==> src/hdl/gom_pkg.sv <==
// Shared types, constants and helpers for the gyro offset moving average block.
`timescale 1ns / 1ps

package gom_pkg;

    localparam int WINDOW_MAX  = 64;
    localparam int POS_W       = $clog2(WINDOW_MAX);
    localparam int LEN_W       = 7;
    localparam int AXES        = 3;
    localparam int RING_DEPTH  = AXES * WINDOW_MAX;
    localparam int RING_AW     = 2 + POS_W;
    localparam int SAMPLE_W    = 16;
    localparam int GAIN_W      = 16;
    localparam int PROD_W      = SAMPLE_W + GAIN_W + 1;
    localparam int RATE_W      = 32;
    localparam int WSUM_W      = 38;
    localparam int CSUM_W      = 48;
    localparam int DVD_W       = 48;
    localparam int DVS_W       = 16;
    localparam int DIV_CNT_W   = $clog2(DVD_W);
    localparam int MUL_CNT_W   = $clog2(GAIN_W);
    localparam int CFG_W       = 16;

    localparam logic signed [DVD_W-1:0] RATE_MAX = DVD_W'(64'sh7FFF_FFFF);
    localparam logic signed [DVD_W-1:0] RATE_MIN = -DVD_W'(64'sh8000_0000);

    typedef enum logic [1:0] {
        CFG_GAIN          = 2'd0,
        CFG_AVERAGE_ON    = 2'd1,
        CFG_WINDOW_LENGTH = 2'd2,
        CFG_CAL_SAMPLES   = 2'd3
    } cfg_index_t;

    typedef enum logic [1:0] {
        MODE_PLAIN  = 2'd0,
        MODE_OFFSET = 2'd1,
        MODE_CAL    = 2'd2,
        MODE_SPARE  = 2'd3
    } mode_t;

    typedef enum logic [9:0] {
        S_IDLE = 10'b00_0000_0001,
        S_MUL  = 10'b00_0000_0010,
        S_RD   = 10'b00_0000_0100,
        S_DIFF = 10'b00_0000_1000,
        S_ACC  = 10'b00_0001_0000,
        S_DIV  = 10'b00_0010_0000,
        S_NEXT = 10'b00_0100_0000,
        S_CAL  = 10'b00_1000_0000,
        S_CDIV = 10'b01_0000_0000,
        S_OUT  = 10'b10_0000_0000
    } state_t;

    // Clamp a wide signed value to the signed 32-bit range.
    function automatic logic signed [RATE_W-1:0] sat_rate(input logic signed [DVD_W-1:0] v);
        logic signed [RATE_W-1:0] r;
        if (v > RATE_MAX) begin
            r = RATE_W'(RATE_MAX);
        end else if (v < RATE_MIN) begin
            r = RATE_W'(RATE_MIN);
        end else begin
            r = v[RATE_W-1:0];
        end
        return r;
    endfunction

endpackage

==> src/hdl/gom_div.sv <==
// Restoring divider, signed dividend by unsigned divisor, one quotient bit per cycle.
`timescale 1ns / 1ps

module gom_div import gom_pkg::*; (
    input  logic                     aclk,
    input  logic                     aresetn,
    input  logic                     start,
    input  logic signed [DVD_W-1:0]  dividend,
    input  logic        [DVS_W-1:0]  divisor,
    output logic                     done,
    output logic signed [DVD_W-1:0]  quotient
);

    logic                   busy_reg, busy_next;
    logic                   done_reg, done_next;
    logic [DIV_CNT_W-1:0]   cnt_reg, cnt_next;
    logic                   neg_reg, neg_next;
    logic [DVD_W-1:0]       dvd_reg, dvd_next;
    logic [DVS_W-1:0]       rem_reg, rem_next;
    logic [DVS_W-1:0]       dvs_reg, dvs_next;
    logic [DVS_W:0]         trial;
    logic [DVS_W:0]         trial_sub;

    assign trial     = {rem_reg, dvd_reg[DVD_W-1]};
    assign trial_sub = trial - {1'b0, dvs_reg};

    always_comb begin
        busy_next = busy_reg;
        done_next = 1'b0;
        cnt_next  = cnt_reg;
        neg_next  = neg_reg;
        dvd_next  = dvd_reg;
        rem_next  = rem_reg;
        dvs_next  = dvs_reg;
        if (start) begin
            busy_next = 1'b1;
            cnt_next  = '0;
            neg_next  = dividend[DVD_W-1];
            dvd_next  = dividend[DVD_W-1] ? DVD_W'(-dividend) : DVD_W'(dividend);
            rem_next  = '0;
            dvs_next  = divisor;
        end else if (busy_reg) begin
            // quotient bits shift in where dividend bits leave
            if (trial >= {1'b0, dvs_reg}) begin
                rem_next = trial_sub[DVS_W-1:0];
                dvd_next = {dvd_reg[DVD_W-2:0], 1'b1};
            end else begin
                rem_next = trial[DVS_W-1:0];
                dvd_next = {dvd_reg[DVD_W-2:0], 1'b0};
            end
            cnt_next = cnt_reg + 1'b1;
            if (cnt_reg == DIV_CNT_W'(DVD_W - 1)) begin
                busy_next = 1'b0;
                done_next = 1'b1;
            end
        end
    end

    always_ff @(posedge aclk) begin
        if (!aresetn) begin
            busy_reg <= 1'b0;
            done_reg <= 1'b0;
            cnt_reg  <= '0;
        end else begin
            busy_reg <= busy_next;
            done_reg <= done_next;
            cnt_reg  <= cnt_next;
        end
        neg_reg <= neg_next;
        dvd_reg <= dvd_next;
        rem_reg <= rem_next;
        dvs_reg <= dvs_next;
    end

    assign done     = done_reg;
    assign quotient = neg_reg ? -$signed(dvd_reg) : $signed(dvd_reg);

    a_no_restart: assert property (@(posedge aclk) disable iff (!aresetn)
        start |-> !busy_reg)
        else $error("divider started while busy");

    a_zero_divisor: assert property (@(posedge aclk) disable iff (!aresetn)
        start |-> divisor != '0)
        else $error("divider started with zero divisor");

endmodule
==> config.mk <==
export PLATFORM = sky130hd
export DESIGN_NAME = gom_div
export DESIGN_NICKNAME = d
export VERILOG_FILES = /design/src/hdl/gom_pkg.sv /design/src/hdl/gom_div.sv
export SDC_FILE = /design/constraint.sdc
export NUM_CORES = 1
export LEC_CHECK = 0
export ABC_AREA = 1
export BUFFER_PORTS_ARGS = -buffer_cell sky130_fd_sc_hd__clkbuf_2
export CAP_MARGIN = 20
export CORE_ASPECT_RATIO = 2
export CORE_MARGIN = 3
export CORE_UTILIZATION = 45
export CTS_CLUSTER_DIAMETER = 200
export DETAILED_ROUTE_END_ITERATION = 8
export GPL_TIMING_DRIVEN = 1
export HOLD_SLACK_MARGIN = 0.12
export MAX_ROUTING_LAYER = met4
export PLACE_DENSITY_LB_ADDON = 0.2
export SYNTH_ARGS = -nofsm -noshare
export SYNTH_HDL_FRONTEND = slang
export SYNTH_SLANG_ARGS = --single-unit
==> constraint.sdc <==
create_clock -name aclk -period 2 [get_ports aclk]
set_input_delay 0.4 -clock aclk [delete_from_list [all_inputs] [get_ports aclk]]
set_output_delay 0.4 -clock aclk [all_outputs]
set_load 0.05 [all_outputs]
Yosys cells after proc, flatten, opt, wreduce, memory -nomap -nowiden
Index checks and enable logic that the tools add are counted.
{"block": "op_classes", "n_eq_ne": 1, "muxes": 10, "add_sub_neg": 4, "order_cmp": 1, "reduce_logical": 3, "n_bitwise": 2}
{"cell": "$mux 48", "n": 4}
{"cell": "$neg 48->48", "n": 2}
{"cell": "$ge 17x16->1", "n": 1}
{"cell": "$mux 16", "n": 1}
{"cell": "$sub 16x16->16", "n": 1}
{"cell": "$add 6x1->6 const B", "n": 1}
{"cell": "$eq 6x6->1 const B", "n": 1}
{"cell": "$mux 1", "n": 5}
{"cell": "$reduce_or 3->1", "n": 1}
{"cell": "$not 1->1", "n": 2}
{"cell": "$reduce_bool 2->1", "n": 1}
{"cell": "$reduce_or 2->1", "n": 1}
{"block": "totals", "out_inout_bits": 49, "ff_bits": 89, "wordCells": 28, "inputBits": 67}

Logic depth before layout (Yosys ltp)
{"block": "depth", "word_depth": 4, "mapped_depth": 16, "ltp_nobuf": 14}

Worst setup path before layout
OpenSTA, ideal clock, no wires.
{"block": "synth_path", "path_type": "flip-flop to output port", "start": "register dvd_reg[0]", "end": "output quotient[30]", "arrival_time_ns": 2.398, "path_stages_with_launch": 9, "slack_ns": -0.798, "required_ns": 1.600, "path_buffers": 0, "cell_sequence": "edfxtp_1 -> inv_1 -> ha_1 -> nand3_2 -> nor2_1 -> nand2_1 -> nor2_1 -> xor2_1 -> o21ai_0"}
{"block": "synth_via", "elab_chain_len": 2}
{"item": "start, declared", "line": "gom_div.sv:18", "text": "logic [DVD_W-1:0] dvd_reg, dvd_next;"}
{"item": "start signal, assigned", "line": "gom_div.sv:70", "text": "dvd_reg <= dvd_next;"}
{"item": "$neg 48->48", "line": "gom_div.sv:76", "text": "assign quotient = neg_reg ? -$signed(dvd_reg) : $signed(dvd_reg);"}
{"item": "$mux 48", "line": "gom_div.sv:76"}
{"item": "end, declared", "line": "gom_div.sv:11", "text": "output logic signed [DVD_W-1:0] quotient"}
Every way passes these cells.

Final worst setup path
{"block": "layout_path", "start": "register dvd_reg[3]", "end": "output quotient[41]"}
Same word-level chain as after synthesis.

==> results.tsv <==
stage	metric	value	unit
floorplan	die width	98.95	um
timing	Fin. Hold Viols	0	
min_path	worst hold path depth	1	
worst_setup_path	Data required, critical path	1600	ps
placed_design	Area after DPL	0.01139	mm2
grt	global route overflow	0	
worst_setup_path	FF-to-FF Start	dvd_reg[47]$_DFFE_PP_	
logic_synthesis	mean area per synthesized cell	6.297	um2
worst_setup_path	Crit path largest cell delay	460	ps
power	power per cell area	583.0	mW/mm2
floorplan	Die Y-Extent	191.9	um
worst_setup_path	slowest CP cell	edfxtp_1	
layout	Nets	1737	
worst_setup_path	worst endpoint data arrival time	2450	ps
timing	Min Clock Period, post-route	2853	ps
layout	share of post-route cells with drive strength above 1	43.87	%
grt	total track usage	35.78	%
clocking	clk root buf	clkbuf_16	
worst_setup_path	CP top delay family	simple AND/OR/NAND/NOR gates	
clocking	Clock Tree Buf Depth	2	
worst_setup_path	kind of critical path	reg2out	
route	Pre-antenna DRT Iters	5	
logic_synthesis	Synth top area share	25.10	%
flow_run	max cap viols	0	
clocking	clk sinks	89	
clocking	clk_lat worst skew	360	ps
outcome	status	finished with violations	
worst_setup_path	crit path cell chain	nor2_2, nand4_1, nor2_2, nand2_2, inv_2, nand2_4, nor2_4, buf_6, nand2_4, nand2_2, nand2_2, nand2_2, buf_12	
min_path	min-delay src	divisor[13]	
route	post-DR vias/cell	5.684	
logic_synthesis	cell area after synthesis	0.007776	mm2
min_path	Hold Path Class	in2reg	
clocking	Num CTS Buffers	9	
logic_synthesis	ranking of synthesized cells by area	edfxtp_1, nand2_1, nor2_1, inv_1, nand3_1	
clocking	CTS tree	built	
logic_synthesis	Async SR Flop Fraction	0	%
logic_synthesis	Synth cell types	39	
timing	Worst-Margin Slew	716.8	ps
route	Vias	10580	
route	DRT Wirelength	39300	um
route	WL/cell	21.11	um
floorplan	DIE AREA	0.01899	mm2
logic_synthesis	prevailing post-synth register cell	edfxtp_1	
route	DRC violations left	0	
outcome	failing checks	negative setup slack	
timing	Setup Skew	14.66	ps
logic_synthesis	Post-Syn Instances	1235	
timing	Fmax achieved	350.5	MHz
logic_synthesis	Mapped Nets	1322	
worst_setup_path	Crit. End Element	primary output	
route	drt first-iter violations	865	
logic_synthesis	#FFs+latches synth	89	
layout	final core occ	80.70	%
worst_setup_path	Reg2Reg Setup Slack	-310	ps
worst_setup_path	type of origin of the critical path	flip-flop	
worst_setup_path	cell mode on critical path	nand2_2	
worst_setup_path	CP Buf/Inv Count	3	
timing	post-route clock period utilization	142.7	%
floorplan	Initial Utilization	46.15	%
grt	first-pass GRT wire length	50850	um
timing	Setup-failing EPs final	63	
timing	final worst slack	-853.3	ps
layout	Antenna Cells	0	
grt	largest net degree at the start of global routing	50	
floorplan	Top Ports	116	
clocking	cts hold-fix bufs	0	
logic_synthesis	Yosys top cell by area	edfxtp_1	
timing	total negative slack	-33030	ps
layout	Fillers	1050	
layout	Largest register FFs	48	
timing	unrepaired setup endpoints after global routing	true	
placed_design	GPL Wtd Cong	0.9795	
min_path	WHS Endpoint	dvs_reg[13]$_DFFE_PP_	
grt	initial antenna violation count	0	
worst_setup_path	reg2reg end	rem_reg[4]$_SDFFE_PP0P_	
logic_synthesis	Warnings, synthesis	0	
layout	Area Overhead vs Synth	74.87	%
floorplan	Core ar.	0.01685	mm2
logic_synthesis	Seq/Total Area, Yosys	31.28	%
layout	post-route cell area	0.01360	mm2
clocking	Clock Pin Slew Worst Setup and Hold Paths	70	ps
timing	final slew viol count	0	
power	VDD IR max	0.0004549	V
power	P_leak	0.006408	uW
logic_synthesis	Post-synth EDFFs	65	
worst_setup_path	Critical Path Fanout Max	4	
grt	vias in the first global route	10290	
placed_design	Port Buffers	115	
timing	slew margin rel.	52.21	%
placed_design	dpl hpwl	24610	um
clocking	htree depth	3	
worst_setup_path	R2R cell count	12	
route	Detail Route Antenna Nets	0	
floorplan	Cell Rows	67	
==> cell type report <==
type                       count  area, um2  share of cell area (%)
multi-input combinational    949       6110                   44.93
inverter                     166      641.9                   4.720
clock inverter                 6      43.79                  0.3220
tap                          207      259.0                   1.905
timing repair buffer         435       3881                   28.54
sequential                    89       2434                   17.90
clock buffer                  10      229.0                   1.684
==> through the flow <==
| step | power [uW] | setup slack (ps) | hold slack (ps) | instances |
|---|---|---|---|---|
| floorplan | 3883 | -251.6 | 440.4 | 1235 |
| detailed placement | 5544 | -338.1 | 455.4 | 1781 |
| finish | 7928 | -853.3 | 221.5 | 1862 |
| global placement | 5517 | -333.0 | 457.6 | 1781 |
| global route | 8162 | -823.1 | 218.7 | 1862 |
| CTS | 7443 | -587.6 | 219.5 | 1831 |
==> kinds of logic after synthesis <==
kind of cell | share of synthesized area [%]
and+or+nand+nor | 41.32
buffers and inverters | 10.15
AOI/OAI and AO/OA | 6.726
DFF | 31.28
xor gates and xnor gates | 7.208
adders and majority gates | 3.315
==> worst max-delay path by stage <==
stage | from | slack, ps | cells past startpoint | end
6_report | dvd_reg[3]$_DFFE_PP_ | -850 | 13 | quotient[41]
5_1_grt | dvd_reg[3]$_DFFE_PP_ | -820 | 13 | quotient[41]
4_1_cts | dvd_reg[1]$_DFFE_PP_ | -590 | 12 | quotient[24]
3_5_place_dp | dvd_reg[14]$_DFFE_PP_ | -340 | 10 | quotient[34]
3_3_place_gp | dvd_reg[14]$_DFFE_PP_ | -330 | 10 | quotient[35]
2_1_floorplan | dvd_reg[22]$_DFFE_PP_ | -250 | 7 | quotient[28]
==> report_power, final <==
part	leakage, uW	total (uW)	switching (uW)	internal, uW
Combinational	0.00543	4000	2220	1780
Sequential	0.000853	2310	141	2170
Clock	0.000123	1620	777	846
Total	0.00641	7930	3140	4790
==> cell usage after synthesis (7+ instances only) <==
| cell | instances |
|---|---|
| nand2_1 | 408 |
| nor2_1 | 163 |
| inv_1 | 162 |
| nand3_1 | 119 |
| edfxtp_1 | 65 |
| o21ai_0 | 63 |
| xor2_1 | 47 |
| nand4_1 | 35 |
| dfxtp_1 | 24 |
| a21oi_1 | 19 |
| clkbuf_1 | 19 |
| ha_1 | 19 |
| nor3_1 | 17 |
| xnor2_1 | 17 |
| nand2_2 | 7 |
==> worst reg2reg max path, cell delays in order (launching register included) <==
cell      delay [ps]
edfxtp_1         620
inv_2            130
ha_4             290
nand2_4          130
nor2_1            50
nand2_1           70
o21ai_2           60
nor2_2           150
nand2_4          160
buf_6            190
nand2_1           80
nand2_1           70
o21ai_0          230
==> what timing repair did <==
item	4_1_cts	5_1_grt
setup buffers	36	37
setup endpoints to repair	62	63
gates resized for setup	174	178
pin swaps	65	105
gates cloned	0	1
==> layer usage <==
| layer | track usage (%) | vias up | routed length, um |
|---|---|---|---|
| li1 | - | 4779 | - |
| met1 | 31.52 | 4899 | 11870 |
| met2 | 67.23 | 632 | 20740 |
| met3 | 4.071 | 273 | 2665 |
| met4 | 27.56 | 0 | 4021 |
| met5 | - | - | 0 |
==> placed cells by master, fill, tap and decap left out, drive strengths merged <==
master,synthesis,layout
fa,1,1
clkinv,2,4
inv,164,164
edfxtp,65,65
a31oi,3,3
nand3b,3,3
ha,19,19
o211ai,2,2
nand2,415,415
nor3,17,17
o31ai,2,2
o21ai,70,70
and3,1,1
o22ai,1,1
nand4,35,35
nor4,1,1
a21o,1,1
o21a,1,1
a21oi,19,19
nand3,122,122
xor2,47,47
xnor2,17,17
clkbuf,19,82
or2,3,3
buf,12,363
nor2,169,169
dfxtp,24,24
clkinvlp,0,4
Note: power is estimated with default switching activity, not from simulation.
