## src/hdl/gom_pkg.sv

```systemverilog
// Shared types, constants and helpers for the gyro offset moving average block.
`timescale 1ns / 1ps

package gom_pkg;

    localparam int WINDOW_MAX  = 64;
    localparam int POS_W       = $clog2(WINDOW_MAX);
    localparam int LEN_W       = 7;
    localparam int AXES        = 3;
    localparam int RING_DEPTH  = AXES * WINDOW_MAX;
    localparam int RING_AW     = 2 + POS_W;
    localparam int SAMPLE_W    = 16;
    localparam int GAIN_W      = 16;
    localparam int PROD_W      = SAMPLE_W + GAIN_W + 1;
    localparam int RATE_W      = 32;
    localparam int WSUM_W      = 38;
    localparam int CSUM_W      = 48;
    localparam int DVD_W       = 48;
    localparam int DVS_W       = 16;
    localparam int DIV_CNT_W   = $clog2(DVD_W);
    localparam int MUL_CNT_W   = $clog2(GAIN_W);
    localparam int CFG_W       = 16;

    localparam logic signed [DVD_W-1:0] RATE_MAX = DVD_W'(64'sh7FFF_FFFF);
    localparam logic signed [DVD_W-1:0] RATE_MIN = -DVD_W'(64'sh8000_0000);

    typedef enum logic [1:0] {
        CFG_GAIN          = 2'd0,
        CFG_AVERAGE_ON    = 2'd1,
        CFG_WINDOW_LENGTH = 2'd2,
        CFG_CAL_SAMPLES   = 2'd3
    } cfg_index_t;

    typedef enum logic [1:0] {
        MODE_PLAIN  = 2'd0,
        MODE_OFFSET = 2'd1,
        MODE_CAL    = 2'd2,
        MODE_SPARE  = 2'd3
    } mode_t;

    typedef enum logic [9:0] {
        S_IDLE = 10'b00_0000_0001,
        S_MUL  = 10'b00_0000_0010,
        S_RD   = 10'b00_0000_0100,
        S_DIFF = 10'b00_0000_1000,
        S_ACC  = 10'b00_0001_0000,
        S_DIV  = 10'b00_0010_0000,
        S_NEXT = 10'b00_0100_0000,
        S_CAL  = 10'b00_1000_0000,
        S_CDIV = 10'b01_0000_0000,
        S_OUT  = 10'b10_0000_0000
    } state_t;

    // Clamp a wide signed value to the signed 32-bit range.
    function automatic logic signed [RATE_W-1:0] sat_rate(input logic signed [DVD_W-1:0] v);
        logic signed [RATE_W-1:0] r;
        if (v > RATE_MAX) begin
            r = RATE_W'(RATE_MAX);
        end else if (v < RATE_MIN) begin
            r = RATE_W'(RATE_MIN);
        end else begin
            r = v[RATE_W-1:0];
        end
        return r;
    endfunction

endpackage

```

## src/hdl/gom_mul.sv

```systemverilog
// Bit-serial signed by unsigned multiplier, one multiplier bit per cycle.
`timescale 1ns / 1ps

module gom_mul import gom_pkg::*; (
    input  logic                      aclk,
    input  logic                      aresetn,
    input  logic                      start,
    input  logic signed [SAMPLE_W-1:0] mcand,
    input  logic        [GAIN_W-1:0]   mplier,
    output logic                      done,
    output logic signed [PROD_W-1:0]  product
);

    logic                       busy_reg, busy_next;
    logic                       done_reg, done_next;
    logic [MUL_CNT_W-1:0]       cnt_reg, cnt_next;
    logic signed [PROD_W-1:0]   acc_reg, acc_next;
    logic [GAIN_W-1:0]          mplier_reg, mplier_next;
    logic signed [SAMPLE_W-1:0] mcand_reg, mcand_next;

    always_comb begin
        busy_next   = busy_reg;
        done_next   = 1'b0;
        cnt_next    = cnt_reg;
        acc_next    = acc_reg;
        mplier_next = mplier_reg;
        mcand_next  = mcand_reg;
        if (start) begin
            busy_next   = 1'b1;
            cnt_next    = '0;
            acc_next    = '0;
            mplier_next = mplier;
            mcand_next  = mcand;
        end else if (busy_reg) begin
            // Horner form, most significant multiplier bit first
            acc_next = (acc_reg <<< 1)
                     + (mplier_reg[GAIN_W-1] ? PROD_W'(mcand_reg) : PROD_W'(0));
            mplier_next = mplier_reg << 1;
            cnt_next    = cnt_reg + 1'b1;
            if (cnt_reg == MUL_CNT_W'(GAIN_W - 1)) begin
                busy_next = 1'b0;
                done_next = 1'b1;
            end
        end
    end

    always_ff @(posedge aclk) begin
        if (!aresetn) begin
            busy_reg <= 1'b0;
            done_reg <= 1'b0;
            cnt_reg  <= '0;
        end else begin
            busy_reg <= busy_next;
            done_reg <= done_next;
            cnt_reg  <= cnt_next;
        end
        acc_reg    <= acc_next;
        mplier_reg <= mplier_next;
        mcand_reg  <= mcand_next;
    end

    assign done    = done_reg;
    assign product = acc_reg;

    a_no_restart: assert property (@(posedge aclk) disable iff (!aresetn)
        start |-> !busy_reg)
        else $error("multiplier started while busy");

endmodule

```

## config.mk

```make
export PLATFORM = sky130hd
export DESIGN_NAME = gom_mul
export DESIGN_NICKNAME = d
export VERILOG_FILES = /design/src/hdl/gom_pkg.sv /design/src/hdl/gom_mul.sv
export SDC_FILE = /design/constraint.sdc
export NUM_CORES = 1
export LEC_CHECK = 0
export BUFFER_PORTS_ARGS = -buffer_cell sky130_fd_sc_hd__buf_4
export CAP_MARGIN = 20
export CORE_UTILIZATION = 52
export CTS_CLUSTER_DIAMETER = 50
export CTS_CLUSTER_SIZE = 20
export DETAILED_ROUTE_END_ITERATION = 8
export PLACE_DENSITY = 0.81
export SLEW_MARGIN = 20
export SYNTH_ARGS = -nofsm -noshare
export SYNTH_HDL_FRONTEND = slang
export SYNTH_SLANG_ARGS = --single-unit
```

## constraint.sdc

```tcl
create_clock -name aclk -period 2.7 [get_ports aclk]
set_input_delay 0.405 -clock aclk [delete_from_list [all_inputs] [get_ports aclk]]
set_output_delay 0.405 -clock aclk [all_outputs]
set_load 0.1 [all_outputs]
```

* Yosys cells after proc, flatten, opt, wreduce, memory -nomap -nowiden
Index checks and enable logic that the tools add are counted.
Storage, ports and cells: bits in registers 71, input port bits 35, memories 0, latch bits 0, memory bits (read-only) 0, output and inout port bits 34, bits in writable memories 0, logic and storage cells 21
Operators by class: shift operators 0, div/mod/pow operators 0, multiply operators 0, reduce and logical (&&, ||, !) cells 3, muxes and demuxes 7, bitwise logic cells 2, equal/unequal tests 1, magnitude comparators 0, add/sub/neg operators 2
Operator list (number):
- $add 33x33->33 | 1
- $mux 33 | 1
- $mux 16 | 2
- $add 4x1->4 const B | 1
- $eq 4x4->1 const B | 1
- $mux 1 | 4
- $reduce_or 3->1 | 1
- $not 1->1 | 2
- $reduce_bool 2->1 | 1
- $reduce_or 2->1 | 1

* Longest topological paths before layout
Gate-level depths: netlist of the first run.
word-level depth 4, gate-level depth with buffers 11, gate-level depth less buffers 10

* Worst setup path before layout of the first run
OpenSTA, ideal clock, no wires.
path kind reg2reg, start reg acc_reg[0], in the netlist product[0], end reg acc_reg[31], in the netlist product[31], setup slack -0.494 ns, path buffers 0, cell stages (with the launch flop) 10, period minus slack after synthesis 3.194 ns, arrival 3.114 ns, path through dfxtp_1 ha_1 fa_1 a21o_1 a221o_1 a31oi_1 a21oi_2 a221oi_2 xnor2_1 a211oi_2
On the way: longest elaborated chain between the ends 1
Ends and longest elaborated chain:
- start: declaration | line gom_mul.sv:17 | logic signed [PROD_W-1:0] acc_reg, acc_next;
- start signal: assignment | line gom_mul.sv:57 | acc_reg <= acc_next;
- $add 33x33->33 | line gom_mul.sv:37 | + (mplier_reg[GAIN_W-1] ? PROD_W'(mcand_reg) : PROD_W'(0));
Every way passes these cells. A chain may end at the register's enable or synchronous reset.

* Worst setup path after layout of the first run
start reg mplier_reg[15], end reg acc_reg[25], in the netlist product[25]
On the way: longest elaborated chain between the ends 2
Ends and longest elaborated chain:
- start: declaration | line gom_mul.sv:18 | logic [GAIN_W-1:0] mplier_reg, mplier_next;
- start signal: assignment | line gom_mul.sv:58 | mplier_reg <= mplier_next;
- $mux 33 | line gom_mul.sv:37
- $add 33x33->33 | line gom_mul.sv:37
Every way passes these cells.

==> results of run 1 <==
-- per-stage QoR --
stage	TNS, ns	instance area, um2
4_1_cts	-0.1061	5538
3_3_place_gp	-0.1199	5259
2_1_floorplan	-0.2393	4508
5_1_grt	-3.280	5921
3_5_place_dp	-1.211	5259
6_report	-1.467	5921
-- cells in the mapped netlist, types with 2 or more instances --
cell type  count  share of area (%)
a211o_1        4               0.78
a211oi_1       4               0.67
a21boi_0       3               0.50
a21o_1         8                1.3
a21oi_1       22                2.5
a21oi_2        2               0.39
a221o_1        3               0.67
a311oi_1       2               0.39
a31oi_1        4               0.56
a32o_1         3               0.67
and2_1        16                2.2
and2_2         3               0.50
and3_1         6               0.84
and3_2         2               0.34
buf_4          3               0.50
buf_6          5                1.3
clkbuf_1      17                1.4
clkbuf_8       5                1.5
dfxtp_1       39                 17
edfxtp_1      32                 22
ha_1          15                4.2
inv_1          3               0.25
mux2_2        15                3.8
mux2i_1       17                3.8
nand2_1       32                2.7
nand2b_1       3               0.42
nand3_1       23                2.6
nand3b_1       3               0.50
nand4_1        7               0.98
nor2_1        43                3.6
nor2b_1        4               0.56
nor3_1        16                1.8
nor4_1         2               0.28
o2111a_1       2               0.50
o211ai_1       3               0.50
o21a_1         4               0.67
o21ai_0       14                1.6
o21ai_1        4               0.45
o22ai_1        6               0.84
o31ai_1        3               0.50
or3_1          8                1.1
xnor2_1       24                4.7
xor2_1         8                1.6
-- worst min-delay path by stage --
stage | start | end | slack [ns] | cells past startpoint
6_report | mcand[6] | mcand_reg[6] | 0.21 | 1
5_1_grt | mcand[9] | mcand_reg[9] | 0.19 | 1
4_1_cts | mcand[6] | mcand_reg[6] | 0.21 | 1
3_5_place_dp | cnt_reg[3] | done | 0.47 | 2
3_3_place_gp | cnt_reg[3] | done | 0.45 | 2
2_1_floorplan | cnt_reg[3] | done | 0.44 | 2
-- power by group through the flow --
stage / clock network, W / registers, W / logic [W]
global placement: 0 / 0.00132 / 0.00103
detailed placement: 0 / 0.00132 / 0.00105
floorplan: 0 / 0.00157 / 0.000505
global route: 0.000952 / 0.00132 / 0.00125
finish: 0.000902 / 0.00131 / 0.00119
CTS: 0.000906 / 0.00130 / 0.00106
-- cell type report --
| cell class | instances | area, um2 | share of cell area, % |
|---|---|---|---|
| multi-input combinational | 364 | 2864 | 48.37 |
| sequential | 71 | 1758 | 29.69 |
| timing repair buffer | 125 | 953.4 | 16.10 |
| tap | 105 | 131.4 | 2.219 |
| clock buffer | 9 | 123.9 | 2.092 |
| clock inverter | 7 | 78.83 | 1.331 |
| inverter | 3 | 11.26 | 0.1902 |
-- placed cells by master (no fill, tap or decap), types with 4 or more instances in the layout --
master / netlist / final
buf_4: 3 / 121
nor2_1: 43 / 41
nand2_1: 32 / 32
edfxtp_1: 32 / 32
dfxtp_1: 39 / 26
xnor2_1: 24 / 22
nand3_1: 23 / 19
mux2i_1: 17 / 16
nor3_1: 16 / 16
mux2_2: 15 / 15
a21oi_1: 22 / 13
dfxtp_2: 0 / 13
and2_1: 16 / 12
a21oi_2: 2 / 11
ha_4: 0 / 11
o21ai_0: 14 / 10
clkbuf_8: 5 / 9
a21o_1: 8 / 8
xor2_1: 8 / 8
or3_1: 8 / 8
nand4_1: 7 / 7
and2_4: 1 / 5
and3_1: 6 / 5
o21ai_1: 4 / 5
nor2b_1: 4 / 4
o22ai_1: 6 / 4
a211o_1: 4 / 4
ha_1: 15 / 4
buf_6: 5 / 4
-- logic make-up (layout without fill, tap and decap cells) --
logic type	after synthesis	after routing
AOI/OAI and AO/OA	106	106
buffers and inverters	35	144
xor gates and xnor gates	32	32
DFF	71	71
adders and majority gates	16	16
and+or+nand+nor	178	178
muxes	32	32
-- timing repair --
item                                    4_1_cts  5_1_grt
endpoints found under the setup margin       18       21
pin swaps                                     9       36
hold buffers                                  0        0
gates resized for setup                      12       59
setup buffers                                 3       12
hold endpoints to repair                      0        0
-- per-layer routing --
| metal | wire length [um] | GRT usage [%] | part of all wire (%) |
|---|---|---|---|
| met1 | 5211 | 33.64 | 41 |
| met2 | 6319 | 46.46 | 49 |
| met3 | 865 | 5.717 | 6.8 |
| met4 | 384 | 14.02 | 3.0 |
| met5 | 0 | 0 | 0 |
==> impl_metrics.ini, run 1 <==
[worst_setup_path]
r2r_start = mplier_reg[15]
worstSetupEndpoint = product[25]
slowest_delay_ns = 0.44
r2r-end = product[25]
cp.depth = 11
critPathMaxFanout = 5
crit_buf_inv = 1
end_kind = flip-flop
setup.worst_path.start = mplier_reg[15]
cp_top_family = compound AO/OA/AOI/OAI gates
startpoint_type = flip-flop
cp.arrival_ns = 3.12
cp.required_ns = 2.93
reg2reg_depth = 11
rrSetupSlack_ns = -0.19
path_cells = and2_4 > ha_4 > fa_2 > a21o_1 > a221o_1 > a31oi_4 > buf_4 > o22ai_2 > a21oi_2 > xor2_1 > o21ai_0
critPathSlowestCell = edfxtp_1
crit_type = reg2reg

[routing]
routed_wl_um = 12780
via_count = 4229
drtPass1Iterations = 5
routedWlPerCell_um = 18.68
drc = 0
final_antenna_net_count = 0
viasPerCell = 6.183
drtIter0Drc = 353

[logic_synthesis]
syn_nets = 521
synth_top_family_by_area = simple AND/OR/NAND/NOR gates
yosysWarnings = 0
synthCells = 470
synth_area_um2 = 4469
ys_seq_area_share_pct = 38.97
postSynthAreaPerCell_um2 = 9.509
synth_adder_area_share_pct = 4.647
synth_cell_types = 71
synth_compound_gate_area_share_pct = 16.80
synthFlopType = dfxtp_1
synthSimpleGateAreaFrac_pct = 20.55
ys_ff_latch = 71
synth_xor_area_share_pct = 6.271
synth-edff-count = 32
synthMuxAreaShare_pct = 7.587
async_flop_share_pct = 0

[timing]
finalHoldViolations = 0
finalSetupViolCount = 12
period_minus_slack_ns = 2.887
tightest_slew_ns = 0.7481
fin_skew_ns = 0.01001
relSlewSlack_pct = 50.02
fmax_mhz = 346.4
drv_slew = 0
hold_slack_ns = 0.2078
rsz0062_at_grt = true
period_share_pct = 106.9
fin_ws_ns = -0.1867

[clock_network]
cts_tree = yes
cts_max_path_buffers = 2
numCtsBuffers = 9
numClockSinks = 71
clk_pin_slew_ns = 0.09
htreeDepth = 3
cts-root-buf = clkbuf_8
insertion_delay_ns = 0.36

[pwr]
worst_ir_drop_vdd_v = 0.0004662
power_density_nw_per_um2 = 573.5
leakagePower_nw = 2.375
p_comb_share_pct = 34.9
p_sw_w = 0.001282
clockPowerShare_pct = 26.6
seqPwrFrac_pct = 38.5
intPower_w = 0.002113
total_power_w = 0.003395
sw_frac_of_total_pct = 37.76

[global_routing]
gr-total-overflow = 0
grt_max_degree = 32
grt_antenna_before_repair = 0
grt_pass1_vias = 4015
grt_pass1_wl_um = 18960
grt.total_usage_pct = 27.74

[cells_and_area]
fin_cells = 684
n_antenna_cell = 0
layout-drive-gt1-share_pct = 40.76
largest_reg_flops = 33
finish.utilization_pct = 71.70
nNetsFinal = 625
areaGrowthSynthToFinish_pct = 32.47
fillers = 591

[outcome]
status = finished with violations
failed_checks = negative setup slack

[floorplanning]
fp.coreArea_um2 = 8258
fp.dieArea_um2 = 8970
dieHeight_um = 94.71
initial_core_util_pct = 54.12
die_w_um = 94.71
num_io_pins = 69
std_cell_rows = 33

[min_path]
hp-class = in2reg

[placement]
dp_cells = 655
hpwlAfterDp_um = 8245
place_ws_ns = -0.1525
portBuffers = 68
gp_congestion = 0.9337

[run]
maxCapViolations = 0
Power figures use the tool's default switching activity.
==> run 2, diff against run 1 <==
--- a/config.mk
+++ b/config.mk
@@ -11,7 +11,7 @@
 export CTS_CLUSTER_DIAMETER = 50
 export CTS_CLUSTER_SIZE = 20
 export DETAILED_ROUTE_END_ITERATION = 8
-export PLACE_DENSITY = 0.81
+export PLACE_DENSITY = 0.77
 export SLEW_MARGIN = 20
 export SYNTH_ARGS = -nofsm -noshare
 export SYNTH_HDL_FRONTEND = slang
==> impl_metrics.ini, run 2 (synthesized netlist as in run 1, its figures left out) <==
[floorplanning]
fp.dieArea_um2 = 8970
dieHeight_um = 94.71
fp.coreArea_um2 = 8258
num_io_pins = 69
initial_core_util_pct = 54.12
die_w_um = 94.71
std_cell_rows = 33

[worst_setup_path]
end_kind = flip-flop
cp.arrival_ns = 3.10
crit_type = reg2reg
crit_buf_inv = 2
critPathSlowestCell = or4_1
path_cells = buf_6 > and2_4 > buf_4 > ha_1 > a21oi_2 > nor2_4 > o2111a_1 > o211ai_1 > a21oi_2 > or4_1 > nand4_1
slowest_delay_ns = 0.48
cp.required_ns = 3.01
startpoint_type = flip-flop
cp_top_family = compound AO/OA/AOI/OAI gates
critPathMostFrequentCell = a21oi_2
critPathMaxFanout = 14

[pwr]
worst_ir_drop_vdd_v = 0.0004002
leakagePower_nw = 2.311
total_power_w = 0.003334
power_density_nw_per_um2 = 583.3

[clock_network]
numClockSinks = 71
numCtsBuffers = 9
cts-root-buf = clkbuf_8
clk_pin_slew_ns = 0.09
cts_tree = yes
insertion_delay_ns = 0.36
htreeDepth = 3
hold_buffers = 0
cts_max_path_buffers = 2

[timing]
period_share_pct = 103.4
rsz0062_at_grt = true
fin_ws_ns = -0.09136
fmax_mhz = 358.2
fin_skew_ns = 0.009371
tightest_slew_ns = 1.023
finalSetupViolCount = 10
relSlewSlack_pct = 31.53
finalHoldViolations = 0
drv_slew = 0
period_minus_slack_ns = 2.791
setup_tns_ns = -0.6109

[global_routing]
grt_antenna_before_repair = 0
gr-total-overflow = 0
grt_pass1_vias = 3927
grt_pass1_wl_um = 18520
grt_max_degree = 52
grt.total_usage_pct = 26.88

[routing]
viasPerCell = 6.004
routedWlPerCell_um = 17.06
via_count = 4065
routed_wl_um = 11550
drc = 0
final_antenna_net_count = 0
drtIter0Drc = 300
drtPass1Iterations = 5

[placement]
portBuffers = 68
gp_congestion = 0.9293
hpwlAfterDp_um = 8048
place_area_um2 = 5236

[cells_and_area]
nNetsFinal = 618
largest_reg_flops = 33
final_common_cell = buf_4
stdcell_area_um2 = 5715
areaGrowthSynthToFinish_pct = 27.88
seqCellArea_um2 = 1758
fillers = 641
n_antenna_cell = 0
mostFrequentLayoutCells = buf_4 (115), nor2_1 (41), edfxtp_1 (32), nand2_1 (31), dfxtp_1 (26)
multi_input_area_um2 = 2708
finish.utilization_pct = 69.21
layout-drive-gt1-share_pct = 37.41

[outcome]
status = finished with violations
failed_checks = negative setup slack

[min_path]
hp-class = in2reg

[run]
maxCapViolations = 0
run 2: changes by cell type in the layout (fill, tap and decap cells not counted), moves of 3 or more:
cell	before	now
buf_4	121	115
ha_1	4	9
ha_4	11	4
nand3_1	19	22
o21ai_1	5	8
run 2: final cells by class:
class                   instances  share of cell area [%]
repair buffers                118                   15.70
clock buffers                   9                   2.167
multi-input cells             364                   47.37
well taps                     105                   2.299
flip-flops and latches         71                   30.76
clock inverters                 7                   1.511
inverters                       3                  0.1970
run 2: final timing paths:
kind	depth (start not counted)	start	slack [ns]	to
min	1	mcand[9]	0.21	mcand_reg[9]
min reg2reg	2	product[32]	0.47	product[32]
max	11	mplier_reg[15]	-0.09	product[26]
max reg2reg	11	mplier_reg[15]	-0.09	product[26]
run 2: metal layers:
metal  track usage (%)  vias up  part of all wire (%)  wire length (um)
li1                  -     1933                     -                 -
met1             33.99     1919                    41              4771
met2             45.14      189                    49              5665
met3             4.911       24                   7.6               882
met4             10.73        0                   2.0               228
met5                 0        -                     0                 0
run 2: stage by stage:
| stage | setup slack, ns | hold slack (ns) | std cells |
|---|---|---|---|
| after detailed placement | -0.1807 | 0.4597 | 652 |
| after CTS | -0.02782 | 0.2051 | 671 |
| after global placement | -0.07381 | 0.4522 | 652 |
| after floorplan | -0.1255 | 0.4392 | 470 |
| after global routing | -0.2257 | 0.2028 | 677 |
| final | -0.09136 | 0.2148 | 677 |
run 2: repair_timing:
item,in CTS,in global routing
pin swaps,9,20
resized for setup,19,28
gates cloned,0,0
buffers inserted,3,6
setup endpoints to repair,16,21
run 2: power breakdown:
| group | switching (W) | total (W) | leakage (nW) | internal [W] |
|---|---|---|---|---|
| logic | 0.000691 | 0.00111 | 1.57 | 0.000417 |
| registers | 0.0000785 | 0.00130 | 0.642 | 0.00122 |
| clock network | 0.000479 | 0.000927 | 0.104 | 0.000448 |
| total | 0.00125 | 0.00333 | 2.31 | 0.00209 |
